<file path="config.mk">
export PLATFORM = sky130hd
export DESIGN_NAME = mpm_queue
export DESIGN_NICKNAME = d
export VERILOG_FILES = /design/src/rtl/mpm_pkg.sv /design/src/rtl/mpm_queue.sv
export SDC_FILE = /design/constraint.sdc
export NUM_CORES = 1
export LEC_CHECK = 0
export ABC_AREA = 1
export BUFFER_PORTS_ARGS = -buffer_cell sky130_fd_sc_hd__buf_2
export CAP_MARGIN = 20
export CORE_UTILIZATION = 25
export DETAILED_ROUTE_END_ITERATION = 7
export PLACE_DENSITY = 0.5
export SLEW_MARGIN = 20
export SYNTH_ARGS = -nofsm -noshare
export SYNTH_HDL_FRONTEND = slang
export SYNTH_SLANG_ARGS = --single-unit
</file>
<file path="constraint.sdc">
create_clock -name clk_i -period 4.8 [get_ports clk_i]
set_input_delay 0.48 -clock clk_i [delete_from_list [all_inputs] [get_ports clk_i]]
set_output_delay 0.48 -clock clk_i [all_outputs]
set_load 0.03 [all_outputs]
</file>
<file path="src/rtl/mpm_pkg.sv">
// shared types and constants of the mandelbrot pixel membership unit
`default_nettype none

package mpm_pkg;

  // field widths
  localparam int COORD_W   = 14;  // column, row, half sizes
  localparam int STEP_W    = 28;  // pixel spacing
  localparam int ITER_W    = 8;   // iteration count and limit
  localparam int FRAC_BITS = 28;  // fraction bits of every fixed point value

  // datapath widths
  localparam int CW = 32;  // point c, Q4.28 saturated to [-8, 8)
  localparam int ZW = 31;  // iterate fed to the squaring unit, each component in [-2, 2]
  localparam int NW = 34;  // freshly computed iterate and squared terms
  localparam int PW = 2 * ZW;  // full product of two iterate components

  // escape thresholds in the iterate format
  localparam logic signed [NW-1:0] ESC_COMP_POS = NW'(64'sd2 <<< FRAC_BITS);
  localparam logic signed [NW-1:0] ESC_COMP_NEG = -ESC_COMP_POS;
  localparam logic signed [NW-1:0] ESC_SQ       = NW'(64'sd4 <<< FRAC_BITS);

  // register map: index is paddr[3:2]
  localparam int APB_ADDR_W = 4;
  localparam int REG_IDX_W  = 2;
  localparam logic [REG_IDX_W-1:0] REG_HALF_WIDTH  = 2'd0;
  localparam logic [REG_IDX_W-1:0] REG_HALF_HEIGHT = 2'd1;
  localparam logic [REG_IDX_W-1:0] REG_STEP        = 2'd2;
  localparam logic [REG_IDX_W-1:0] REG_MAX_ITER    = 2'd3;

  // reset values
  localparam logic [COORD_W-1:0] HALF_WIDTH_RST  = COORD_W'(5000);
  localparam logic [COORD_W-1:0] HALF_HEIGHT_RST = COORD_W'(5000);
  localparam logic [STEP_W-1:0]  STEP_RST        = STEP_W'(107374);
  localparam logic [ITER_W-1:0]  MAX_ITER_RST    = ITER_W'(255);

  // configuration seen by the front and back parts
  typedef struct packed {
    logic [COORD_W-1:0] half_width;
    logic [COORD_W-1:0] half_height;
    logic [STEP_W-1:0]  step;
    logic [ITER_W-1:0]  max_iter;
  } cfg_t;

  // one queued point c
  typedef struct packed {
    logic signed [CW-1:0] ca;
    logic signed [CW-1:0] cb;
  } c_pair_t;

endpackage

`default_nettype wire

</file>
<file path="src/rtl/mpm_queue.sv">
// short queue of points c between the front and back parts
`default_nettype none

module mpm_queue
  import mpm_pkg::*;
#(
  parameter int DEPTH = 2
) (
  input  wire logic    clk_i,
  input  wire logic    rst_ni,
  input  wire logic    push_i,
  input  wire c_pair_t push_data_i,
  output logic         full_o,
  input  wire logic    pop_i,
  output c_pair_t      pop_data_o,
  output logic         empty_o
);

  localparam int PTR_W = (DEPTH > 1) ? $clog2(DEPTH) : 1;
  localparam int CNT_W = $clog2(DEPTH + 1);

  c_pair_t            entry_q [DEPTH];
  logic [PTR_W-1:0]   wr_ptr_q, wr_ptr_d;
  logic [PTR_W-1:0]   rd_ptr_q, rd_ptr_d;
  logic [CNT_W-1:0]   count_q, count_d;
  logic               do_push, do_pop;

  function automatic logic [PTR_W-1:0] next_ptr(input logic [PTR_W-1:0] p);
    return (p == PTR_W'(DEPTH - 1)) ? '0 : p + PTR_W'(1);
  endfunction

  assign full_o     = (count_q == CNT_W'(DEPTH));
  assign empty_o    = (count_q == '0);
  assign do_push    = push_i && !full_o;
  assign do_pop     = pop_i && !empty_o;
  assign pop_data_o = entry_q[rd_ptr_q];

  always_comb begin
    wr_ptr_d = do_push ? next_ptr(wr_ptr_q) : wr_ptr_q;
    rd_ptr_d = do_pop ? next_ptr(rd_ptr_q) : rd_ptr_q;
    count_d  = count_q;
    if (do_push && !do_pop) begin
      count_d = count_q + CNT_W'(1);
    end else if (do_pop && !do_push) begin
      count_d = count_q - CNT_W'(1);
    end
  end

  always_ff @(posedge clk_i or negedge rst_ni) begin
    if (!rst_ni) begin
      wr_ptr_q <= '0;
      rd_ptr_q <= '0;
      count_q  <= '0;
    end else begin
      wr_ptr_q <= wr_ptr_d;
      rd_ptr_q <= rd_ptr_d;
      count_q  <= count_d;
    end
  end

  always_ff @(posedge clk_i) begin
    if (do_push) begin
      entry_q[wr_ptr_q] <= push_data_i;
    end
  end

endmodule

`default_nettype wire

</file>
## Yosys cells after proc, flatten, opt, wreduce, memory -nomap -nowiden

Memories as Yosys holds them, arrays and structs flattened.
Cells that the tools add are included.

| operators by class | value |
|---|---|
| add/sub/neg operators | 4 |
| reduce and logical (&&, ||, !) cells | 10 |
| equal/unequal tests | 1 |
| muxes and demuxes | 6 |

Operator list:

| cell | count |
|---|---|
| 1-bit logical AND | 4 |
| 1-bit logical NOT | 4 |
| 1-bit 2-to-1 mux | 4 |
| 2-bit 2-to-1 mux | 2 |
| 1-bit adder (second input constant) | 2 |
| 2-bit by 1-bit adder with 2-bit output (second input constant) | 1 |
| 2-bit == test (second input constant) | 1 |
| 2-bit logical NOT | 1 |
| 2-bit nonzero test | 1 |
| 2-bit by 1-bit subtractor with 2-bit output (second input constant) | 1 |

| word-level totals | value |
|---|---|
| word-level logic and storage cells | 25 |
| register bits after elaboration | 4 |
| memories | 1 |
| bits of input ports | 68 |
| output and inout bits | 66 |
| bits in writable memories | 128 |

Memory list:

| memory | depth | width | rd ports | clocked after Yosys merged registers in | write ports | RTL line | source |
|---|---|---|---|---|---|---|---|
| entry_q | 2 | 64 | 1 | 0 | 1 | mpm_queue.sv:22 | `c_pair_t entry_q [DEPTH];` |

## Longest topological paths before layout

| depth | value |
|---|---|
| depth after elaboration | 7 |
| gate-level depth with buffers | 9 |
| gate-level depth less buffers | 9 |

## Worst setup path before layout

OpenSTA, ideal clock, no wires.

| path | value |
|---|---|
| kind | flip-flop to flip-flop |
| start point | register count_q[1] |
| end point | memory entry_q[1][0] (netlist name), enable pin |
| path buffers | 0 |
| cell stages (with the launch flop) | 4 |
| library setup time | 0.486 ns |
| setup slack | 1.051 ns |
| arrival | 3.262 ns |
| path through | dfrtp_1 -> inv_1 -> o21ai_0 -> nor2_1 |

| on the way | value |
|---|---|
| longest elaborated chain between the ends | 5 |

RTL lines:

| what | RTL line | source |
|---|---|---|
| start, declared | mpm_queue.sv:25 | `logic [CNT_W-1:0] count_q, count_d;` |
| start signal, assigned | mpm_queue.sv:57 | `count_q <= count_d;` |
| 2-bit == test | mpm_queue.sv:32 | `assign full_o = (count_q == CNT_W'(DEPTH));` |
| 1-bit logical NOT | mpm_queue.sv:34 | `assign do_push = push_i && !full_o;` |
| 1-bit logical AND | mpm_queue.sv:34 |  |
| 1-bit 2-to-1 mux | mpm_queue.sv:62 | `if (do_push) begin` |
| 1-bit 2-to-1 mux (not written as such) | mpm_queue.sv:63 | `entry_q[wr_ptr_q] <= push_data_i;` |
| end, declared | mpm_queue.sv:22 |  |

Every way passes these cells.

## Worst setup path in the final report

| path | value |
|---|---|
| start point | register count_q[0] |
| end point | memory entry_q[1][42] (netlist name), enable pin |

The elaborated chain is that of the path after synthesis.

==> reports/qor.yml <==
final_cell_mix: "nand2_1 (201), buf_2 (133), edfxtp_1 (128)"
yosys_register_bits: 132
yosysUniqueCellTypes: 15
fillers: 1901
synth.top_cell.area_share: 0.786
hold_viol: 0
yosysSeqAreaShare: 0.807
max_slew_margin: 0.388
cts_buffers: 17
globalplace.congestion: 0.723
power_mw: 4.59
ir_drop_mv: 0.295
grt_max_degree: 66
yosysTopAreaCell: "edfxtp_1"
coreArea_um2: 19000
start_util: 0.258
skew_ps: 6.45
io-pin-count: 134
fp.dieArea_um2: 20100
cts_buffer_depth: 2
hp-start: "push_data_i[30]"
critPathKind: "flop to flop"
h-tree-depth: 4
ys_warn_count: 0
required_ps: 4840
r2r_cells: 3
grt_pass1_vias: 3120
first_iter_violations: 110
period_share: 0.494
clkPwrFrac: 0.290
area_delta_synth_final_pct: 32.1
hp-class: "input port to flop"
die_y_um: 142
place.detailed.hpwl_mm: 6.27
grt_pass1_wl_mm: 15.7
ant_nets: 0
firstDrtPassIters: 4
r2r-end: "entry_q[1][42]"
synth_area_per_cell_um2: 13.4
layout_commonest_cell: "nand2_1"
overflow: 0
nets: 577
grt_antenna_before_repair: 0
cp_max_fo: 35
dp_cells: 748
synthesis.area_um2: 4890
final_cells: 781
cts_sinks: 132
status: "finished clean"
grt_usage: 0.106
drive_gt1_frac: 0.330
r2r-start: "count_q[0]"
synthCells: 366
p_per_area_nw_per_um2: 711
leakagePower_nw: 2.75
wl_per_cell_um: 13.0
synth.area.top_cells: "edfxtp_1 (79%), nand2_1 (15%), dfrtp_1 (2.0%), buf_4 (1.2%), buf_2 (0.61%)"
cts_tree: "yes"
die_w_um: 142
tightest_slew_ps: 915
rrSetupSlack_ps: 2430
cp.arrival_ps: 2420
diodes: 0
path_clk_slew_ps: 50
cap_violations: 0
p_sw_frac: 0.382
drc: 0
worstHoldEndpoint: "entry_q[0][30]"
slew_violations: 0
wl_mm: 10.1
clk_latency_ps: 400
whs_path_depth: 1
multi_input_area_um2: 832
fin_tns_setup_ps: 0
p_int_mw: 2.84
fmax_ghz: 0.422
p_sw_mw: 1.75
comb_power_share: 0.352
syn-num-nets: 435
vias_per_cell: 3.94
rsz0062_at_grt: "false"
root_buffer: "clkbuf_16"
fin_util: 0.341
worstSetupStartpointType: "flop"
vias: 3078
setup_viol: 0
cts_setup_buffers: 0
regArea_um2: 3950
fp-row-count: 50
post-route-min-period_ps: 2370
p_seq_frac: 0.358
end_kind: "flop"
io_buffers: 133
-- per-stage QoR --
| stage | hold WS (ps) | area (µm²) | worst slack [ps] |
|---|---|---|---|
| floorplan | 184 | 4890 | 1050 |
| global placement | 293 | 5820 | 2320 |
| detailed placement | 296 | 5820 | 2270 |
| CTS | 237 | 6460 | 2310 |
| global route | 235 | 6460 | 2180 |
| finish | 261 | 6460 | 2430 |
-- cell usage after synthesis --
cell        n
xnor2_1     1
inv_1       7
nor2_1      2
o21ai_0     2
nand4_1     1
edfxtp_1  128
buf_4       8
inv_2       1
ha_1        1
buf_2       6
nor2_2      2
nand3_1     1
nand3b_1    1
nand2_1   201
dfrtp_1     4
-- cell type report --
cell class              count  area share
well taps                 260      0.0504
inverters                   8     0.00504
clock buffers              24      0.0777
clock inverters             8      0.0188
flip-flops and latches    132       0.611
multi-input cells         212       0.129
repair buffers            137       0.108
-- how the worst max path moves through the flow --
stage	start	to	cells past startpoint
6_report	count_q[0]	entry_q[1][42]	3
3_5_place_dp	push_i	entry_q[1][13]	4
4_1_cts	count_q[0]	entry_q[1][35]	3
3_3_place_gp	push_i	entry_q[1][20]	4
5_1_grt	count_q[0]	entry_q[1][35]	3
2_1_floorplan	count_q[1]	entry_q[1][0]	3
-- worst max-delay path, stage by stage, from the launching register on --
cell and delay (ps):
dfrtp_1 460, o21ai_0 220, nor2_4 740, buf_4 550
-- logic make-up after synthesis --
logic type | count (synthesis) | share of synthesized area
fa+ha+maj | 1 | 0.00256
buf+inv | 22 | 0.0246
xor+xnor | 1 | 0.00179
simple gates | 208 | 0.162
compound gates | 2 | 0.00205
flops | 132 | 0.807
-- per-layer routing --
layer | vias up | GRT usage | part of all wire
met2 | 89 | 0.188 | 0.51
met4 | 0 | 0.0481 | 0.015
li1 | 1514 | - | -
met5 | - | 0 | 0
met3 | 11 | 0.0361 | 0.054
met1 | 1464 | 0.113 | 0.42
-- registers in the layout, summed over array words and instances (netlist names) --
name	count
count_q	2
entry_q	128
rd_ptr_q	1
wr_ptr_q	1
-- power groups by stage --
| stage | sequential, mW | clock [mW] | combinational [mW] |
|---|---|---|---|
| after floorplan | 1.67 | 0 | 1.17 |
| after global placement | 1.66 | 0 | 1.65 |
| after detailed placement | 1.67 | 0 | 1.67 |
| after CTS | 1.65 | 1.38 | 1.67 |
| after global routing | 1.67 | 1.42 | 1.77 |
| final | 1.64 | 1.33 | 1.62 |
-- timing repair --
action | CTS | global route
setup endpoints to repair | 0 | 0
resized for setup | 0 | 0
endpoints found under the hold margin | 4 | 0
hold buffers | 1 | 0
(Power assumes the default switching activity.)
