<file path="config.mk">
export PLATFORM = sky130hd
export DESIGN_NAME = mpm_front
export DESIGN_NICKNAME = d
export VERILOG_FILES = /design/src/rtl/mpm_pkg.sv /design/src/rtl/mpm_front.sv
export SDC_FILE = /design/constraint.sdc
export NUM_CORES = 2
export LEC_CHECK = 0
export BUFFER_PORTS_ARGS = -buffer_cell sky130_fd_sc_hd__buf_2
export CAP_MARGIN = 20
export CORE_UTILIZATION = 65
export DETAILED_ROUTE_END_ITERATION = 6
export GPL_TIMING_DRIVEN = 0
export PLACE_DENSITY = 0.83
export RECOVER_POWER = 100
export SETUP_SLACK_MARGIN = 0.4
export SYNTH_ARGS = -nofsm -noshare
export SYNTH_HDL_FRONTEND = slang
export SYNTH_SLANG_ARGS = --single-unit
</file>
<file path="constraint.sdc">
create_clock -name clk_i -period 9.35 [get_ports clk_i]
set_input_delay 1.87 -clock clk_i [delete_from_list [all_inputs] [get_ports clk_i]]
set_output_delay 1.87 -clock clk_i [all_outputs]
set_load 0.005 [all_outputs]
</file>
<file path="src/rtl/mpm_pkg.sv">
// shared types and constants of the mandelbrot pixel membership unit
`default_nettype none

package mpm_pkg;

  // field widths
  localparam int COORD_W   = 14;  // column, row, half sizes
  localparam int STEP_W    = 28;  // pixel spacing
  localparam int ITER_W    = 8;   // iteration count and limit
  localparam int FRAC_BITS = 28;  // fraction bits of every fixed point value

  // datapath widths
  localparam int CW = 32;  // point c, Q4.28 saturated to [-8, 8)
  localparam int ZW = 31;  // iterate fed to the squaring unit, each component in [-2, 2]
  localparam int NW = 34;  // freshly computed iterate and squared terms
  localparam int PW = 2 * ZW;  // full product of two iterate components

  // escape thresholds in the iterate format
  localparam logic signed [NW-1:0] ESC_COMP_POS = NW'(64'sd2 <<< FRAC_BITS);
  localparam logic signed [NW-1:0] ESC_COMP_NEG = -ESC_COMP_POS;
  localparam logic signed [NW-1:0] ESC_SQ       = NW'(64'sd4 <<< FRAC_BITS);

  // register map: index is paddr[3:2]
  localparam int APB_ADDR_W = 4;
  localparam int REG_IDX_W  = 2;
  localparam logic [REG_IDX_W-1:0] REG_HALF_WIDTH  = 2'd0;
  localparam logic [REG_IDX_W-1:0] REG_HALF_HEIGHT = 2'd1;
  localparam logic [REG_IDX_W-1:0] REG_STEP        = 2'd2;
  localparam logic [REG_IDX_W-1:0] REG_MAX_ITER    = 2'd3;

  // reset values
  localparam logic [COORD_W-1:0] HALF_WIDTH_RST  = COORD_W'(5000);
  localparam logic [COORD_W-1:0] HALF_HEIGHT_RST = COORD_W'(5000);
  localparam logic [STEP_W-1:0]  STEP_RST        = STEP_W'(107374);
  localparam logic [ITER_W-1:0]  MAX_ITER_RST    = ITER_W'(255);

  // configuration seen by the front and back parts
  typedef struct packed {
    logic [COORD_W-1:0] half_width;
    logic [COORD_W-1:0] half_height;
    logic [STEP_W-1:0]  step;
    logic [ITER_W-1:0]  max_iter;
  } cfg_t;

  // one queued point c
  typedef struct packed {
    logic signed [CW-1:0] ca;
    logic signed [CW-1:0] cb;
  } c_pair_t;

endpackage

`default_nettype wire

</file>
<file path="src/rtl/mpm_front.sv">
// front part: takes a pixel, maps it to the point c and pushes it into the queue
`default_nettype none

module mpm_front
  import mpm_pkg::*;
(
  input  wire logic               clk_i,
  input  wire logic               rst_ni,
  input  wire cfg_t               cfg_i,
  input  wire logic               in_valid_i,
  output logic                    in_stall_o,
  input  wire logic [COORD_W-1:0] column_i,
  input  wire logic [COORD_W-1:0] row_i,
  output logic                    push_o,
  output c_pair_t                 push_data_o,
  input  wire logic               full_i
);

  localparam int DW  = COORD_W + 1;        // signed coordinate offset
  localparam int SW  = STEP_W + 1;         // step as a signed operand
  localparam int MPW = DW + SW;            // exact product width

  logic                  valid_q, valid_d;
  logic signed [MPW-1:0] pa_q, pb_q;
  logic signed [DW-1:0]  da, db;
  logic signed [SW-1:0]  step_s;
  logic                  accept;

  function automatic logic signed [CW-1:0] sat_c(input logic signed [MPW-1:0] v);
    logic all_same;
    all_same = (v[MPW-1:CW-1] == '0) || (v[MPW-1:CW-1] == '1);
    if (all_same) begin
      return v[CW-1:0];
    end else if (v[MPW-1]) begin
      return {1'b1, {(CW-1){1'b0}}};
    end else begin
      return {1'b0, {(CW-1){1'b1}}};
    end
  endfunction

  assign da     = $signed({1'b0, column_i}) - $signed({1'b0, cfg_i.half_width});
  assign db     = $signed({1'b0, cfg_i.half_height}) - $signed({1'b0, row_i});
  assign step_s = $signed({1'b0, cfg_i.step});

  assign push_o      = valid_q && !full_i;
  assign in_stall_o  = valid_q && full_i;
  assign accept      = in_valid_i && !in_stall_o;
  assign push_data_o = '{ca: sat_c(pa_q), cb: sat_c(pb_q)};

  always_comb begin
    valid_d = valid_q;
    if (accept) begin
      valid_d = 1'b1;
    end else if (push_o) begin
      valid_d = 1'b0;
    end
  end

  always_ff @(posedge clk_i or negedge rst_ni) begin
    if (!rst_ni) begin
      valid_q <= 1'b0;
    end else begin
      valid_q <= valid_d;
    end
  end

  // exact c products, saturated on the way into the queue
  always_ff @(posedge clk_i) begin
    if (accept) begin
      pa_q <= MPW'(da) * MPW'(step_s);
      pb_q <= MPW'(db) * MPW'(step_s);
    end
  end

endmodule

`default_nettype wire

</file>
Word-level counts from Yosys, hierarchy flattened
Index checks and enable logic that the tools add are counted.
Widths: inputs -> output; s select.
{"block": "totals", "ff_bits": 89, "inputBits": 96}
{"block": "op_classes", "add_sub_neg": 2, "mul": 2, "eq_ne": 2, "n_mux": 6, "n_reduce_logical": 10}
{"cell": "$mux 32", "n": 4}
{"cell": "$mul 15x29->44", "n": 2}
{"cell": "$sub 14x14->15", "n": 2}
{"cell": "$eq 13x13->1 const B", "n": 2}
{"cell": "$logic_not 13->1", "n": 2}
{"cell": "$logic_and 1x1->1", "n": 3}
{"cell": "$logic_not 1->1", "n": 2}
{"cell": "$logic_or 1x1->1", "n": 2}
{"cell": "$mux 1", "n": 2}
{"cell": "$reduce_bool 2->1", "n": 1}

Logic depth before layout (Yosys ltp)
{"block": "logic_depth", "depth_word": 4, "mapped_depth": 36, "mapped_depth_nobuf": 35}

Worst setup path after synthesis
Ideal clock, no wire load.
{"block": "synth_path", "kind": "input to register", "startpoint": "input column_i[0]", "endpoint": "register pa_q[42], data pin", "setup_ns": 0.261, "arrival_ns": 9.111, "required_time_ns": 9.089, "slack_ns": -0.022, "cell_stages": 33, "cell_sequence": "inv_1 ha_1 inv_1 fa_1 a21o_1 a21oi_2 o21bai_1 a21o_1 a21oi_1 o21bai_1 xor2_1 clkbuf_1 nand2_1 fa_1 inv_1 fa_1 fa_1 fa_1 fa_1 inv_1 fa_1 inv_1 ha_1 clkbuf_1 a21o_1 a21o_1 a21oi_1 o21bai_1 a21oi_1 a211oi_1 a211oi_1 nor4_1 a311o_1"}
{"block": "synth_via", "elab_chain_cells": 2}
{"element": "start, declared", "line": "mpm_front.sv:12", "source": "input wire logic [COORD_W-1:0] column_i,"}
{"element": "$sub 14x14->15", "line": "mpm_front.sv:41", "source": "assign da = $signed({1'b0, column_i}) - $signed({1'b0, cfg_i.half_width});"}
{"element": "$mul 15x29->44", "line": "mpm_front.sv:70", "source": "pa_q <= MPW'(da) * MPW'(step_s);"}
{"element": "end signal, assigned", "line": "mpm_front.sv:70"}
{"element": "end, declared", "line": "mpm_front.sv:24", "source": "logic signed [MPW-1:0] pa_q, pb_q;"}
Every way passes these cells.
A chain may end at the register's enable or synchronous reset.

Worst setup path in the final report
{"block": "layout_path", "startpoint": "input cfg_i[59] (netlist bit)", "endpoint": "register pa_q[39], data pin"}
{"block": "layout_via", "elab_chain_cells": 2}
{"element": "start, declared", "line": "mpm_front.sv:9", "source": "input wire cfg_t cfg_i,"}
{"element": "$sub 14x14->15", "line": "mpm_front.sv:41"}
{"element": "$mul 15x29->44", "line": "mpm_front.sv:70"}
Every way passes these cells.

==> impl_metrics.csv <==
group,metric,value,unit
placement,portBuffers,153,
synthesis,synthArstFlopShare,1.124,%
placement,preCtsSetupSlack,-1.023,ns
floorplanning,start_util,66.33,%
final_layout,syn2layout_area_growth,17.41,%
sta,setup_viol,16,
sta,drv_slew,93,
sta,slew_headroom,-57.49,%
global_routing,grt_pass1_vias,29560,
cts,clkSinkCount,89,
routing,drc,135,
critical_path,worstRegToRegCells,3,
worst_hold_path,worstHoldPathCells,2,
cts,root_buffer,"clkbuf_16",
global_routing,grt-ovfl-total,0,
synthesis,ys.flop_type,"edfxtp_1",
routing,ant_nets,0,
cts,numCtsBuffers,9,
final_layout,seq_area,2668,um^2
worst_hold_path,hp-class,"reg2reg",
sta,max_freq,0.1037,GHz
floorplanning,io_pins,162,
routing,detail_route.iter0.violations,3875,
synthesis,synth_seq_cells,89,
synthesis,netlist_instances,3677,
worst_hold_path,min_from,"valid_q$_DFFE_PN0P_",
global_routing,grt_usage,39.28,%
critical_path,crit_path_start_kind,"input port",
critical_path,path_delay_family,"adder cells",
final_layout,fillerInstances,2966,
outcome,outcome,"complete, but fails checks",
critical_path,cp.arrival,9.82,ns
outcome,violations,"design-rule violations, max-capacitance violations, max-slew violations, negative setup slack",
synthesis,mappedNetlistNets,4753,
routing,vias_per_cell,6.229,
critical_path,r2r-start,"valid_q$_DFFE_PN0P_",
final_layout,multi_input_area,28090,um^2
sta,period_needed,9.646,ns
job,drv_cap,3,
synthesis,postSynthAreaPerCell,8.904,um^2
synthesis,synth_area,32740,um^2
global_routing,grt_max_degree,37,
cts,clock_latency,0.42,ns
cts,clk_pin_slew,0.07,ns
cts,cts.path.max_buffers,2,
critical_path,worstPathMaxFanout,5,
synthesis,yosysWarnings,0,
critical_path,regToRegEndpoint,"pb_q[33]$_DFFE_PP_",
final_layout,drive_gt1_share,17.58,%
placement,hpwl,72970,um
sta,layout_setup_ws,-0.2965,ns
placement,routabilityCongestion,1.004,
floorplanning,die_x,226.4,um
critical_path,cp_slowest_cell,"fa_1",
final_layout,mostFrequentLayoutCell,"inv_1",
critical_path,endpoint_kind,"register",
synthesis,synth_cell_type_count,72,
final_layout,fin_nets,5098,
sta,finalCritPeriodShare,103.2,%
routing,wl,106700,um
sta,finalClockSkew,0.01326,ns
routing,vias,29300,
cts,cts_max_level,3,
routing,post_drt_wl_per_cell,22.67,um
floorplanning,fp-row-count,81,
global_routing,antenna_found_initial,11,
synthesis,ys_seq_area_share,8.148,%
floorplanning,die_height,226.4,um
sta,worst_slew_pin_slew,2.358,ns
critical_path,slowest_delay,0.63,ns
floorplanning,core,49360,um^2
final_layout,layout_common_cells,"inv_1 (762), fa_1 (637), nand2_1 (543)",
global_routing,grt_pass1_wl,151100,um
critical_path,required,9.52,ns
critical_path,ff2ff_setup_slack,5.05,ns
sta,finalHoldViolCount,0,
sta,rsz0062_at_grt,"yes",
floorplanning,dieArea,51270,um^2
routing,dr.pass1.iters,7,
critical_path,worstSetupPathType,"in2reg",
cts,holdBufCountCts,0,
cts,cts_tree,"built",
synthesis,synth_edf_count,88,
worst_hold_path,worstHoldEndpoint,"valid_q$_DFFE_PN0P_",
critical_path,critPathBufInv,5,
critical_path,path_common_cell,"fa_1",
[final cells by class]
class	instances	share of cell area, %
Tap cell	664	2.161
Multi-Input combinational cell	2598	73.07
Inverter	795	7.809
Buffer	196	3.105
Clock buffer	10	0.5957
Antenna cell	13	0.08463
Clock inverter	6	0.1530
Sequential cell	89	6.940
Timing Repair Buffer	333	6.084
[logic make-up (layout without fill, tap and decap cells)]
logic type | after synthesis | count (layout) | synth area share (%)
simple gates | 1127 | 1127 | 16.33
xor+xnor | 93 | 93 | 2.511
mux | 28 | 28 | 0.9248
buf+inv | 991 | 1340 | 11.46
other cells | 0 | 13 | 0
compound gates | 369 | 370 | 7.674
flops | 89 | 89 | 8.148
fa+ha+maj | 980 | 980 | 52.95
[worst max-delay path by stage]
stage                          to  slack (ns)         from  cells after the start
5_1_grt        pa_q[42]$_DFFE_PP_       -0.53  column_i[0]                     37
3_5_place_dp   pb_q[43]$_DFFE_PP_       -1.02     row_i[1]                     33
6_report       pa_q[39]$_DFFE_PP_       -0.30    cfg_i[59]                     30
2_1_floorplan  pa_q[42]$_DFFE_PP_        0.31  column_i[0]                     33
3_3_place_gp   pb_q[38]$_DFFE_PP_       -1.22     row_i[1]                     32
4_1_cts        pb_q[43]$_DFFE_PP_        0.18     row_i[1]                     34
[worst register-to-register path, stage by stage (launching register included)]
cell and delay (ns):
dfrtp_1 0.38, and2_0 0.16, nor2b_1 1.75, clkbuf_1 1.55
[through the flow]
step | utilization [%] | cells | cell area [um^2] | hold WS, ns | setup TNS, ns
final | 77.88 | 4704 | 38440 | 0.6678 | -2.509
after detailed placement | 70.18 | 4503 | 34640 | 0.6708 | -32.08
after global placement | 69.97 | 4494 | 34530 | 0.5935 | -37.36
after global routing | 77.85 | 4698 | 38420 | 0.7206 | -7.502
after CTS | 74.81 | 4619 | 36920 | 0.6927 | 0
after floorplan | - | 3677 | 32940 | 0.6020 | 0
[routing by layer]
metal,part of all wire (%),wire [um],GRT usage [%],up-vias
met3,14,14650,14.05,836
met1,32,33970,45.36,14230
met2,45,48360,61.53,2327
li1,-,-,-,11890
met5,0.38,405,0,-
met4,8.7,9270,26.39,18
[cells in the mapped netlist, types with 66 or more instances]
cell type    n  share of area, %
a21o_1     120               2.8
and2_1     162               3.1
nand2_1    554               6.4
nand2b_1    93               1.8
edfxtp_1    88               8.1
a21oi_1     94               1.4
inv_1      795               9.1
clkbuf_1   181               2.1
ha_1       304                12
xnor2_1     66               1.8
fa_1       676                41
nor2_1     100               1.1
[repair_timing]
| item | in CTS | in global routing |
|---|---|---|
| gates cloned | 3 | 1 |
| setup endpoints to repair | 54 | 55 |
| buffers inserted | 97 | 71 |
| resized for setup | 278 | 300 |
| pin swaps | 98 | 163 |
[registers in the layout, summed over array words and instances, names as in the netlist]
name and cells:
valid_q 1, pb_q 44, pa_q 44
Power is not shown: default switching activity piles up to over one toggle a cycle in this logic, so the estimate is an artifact.
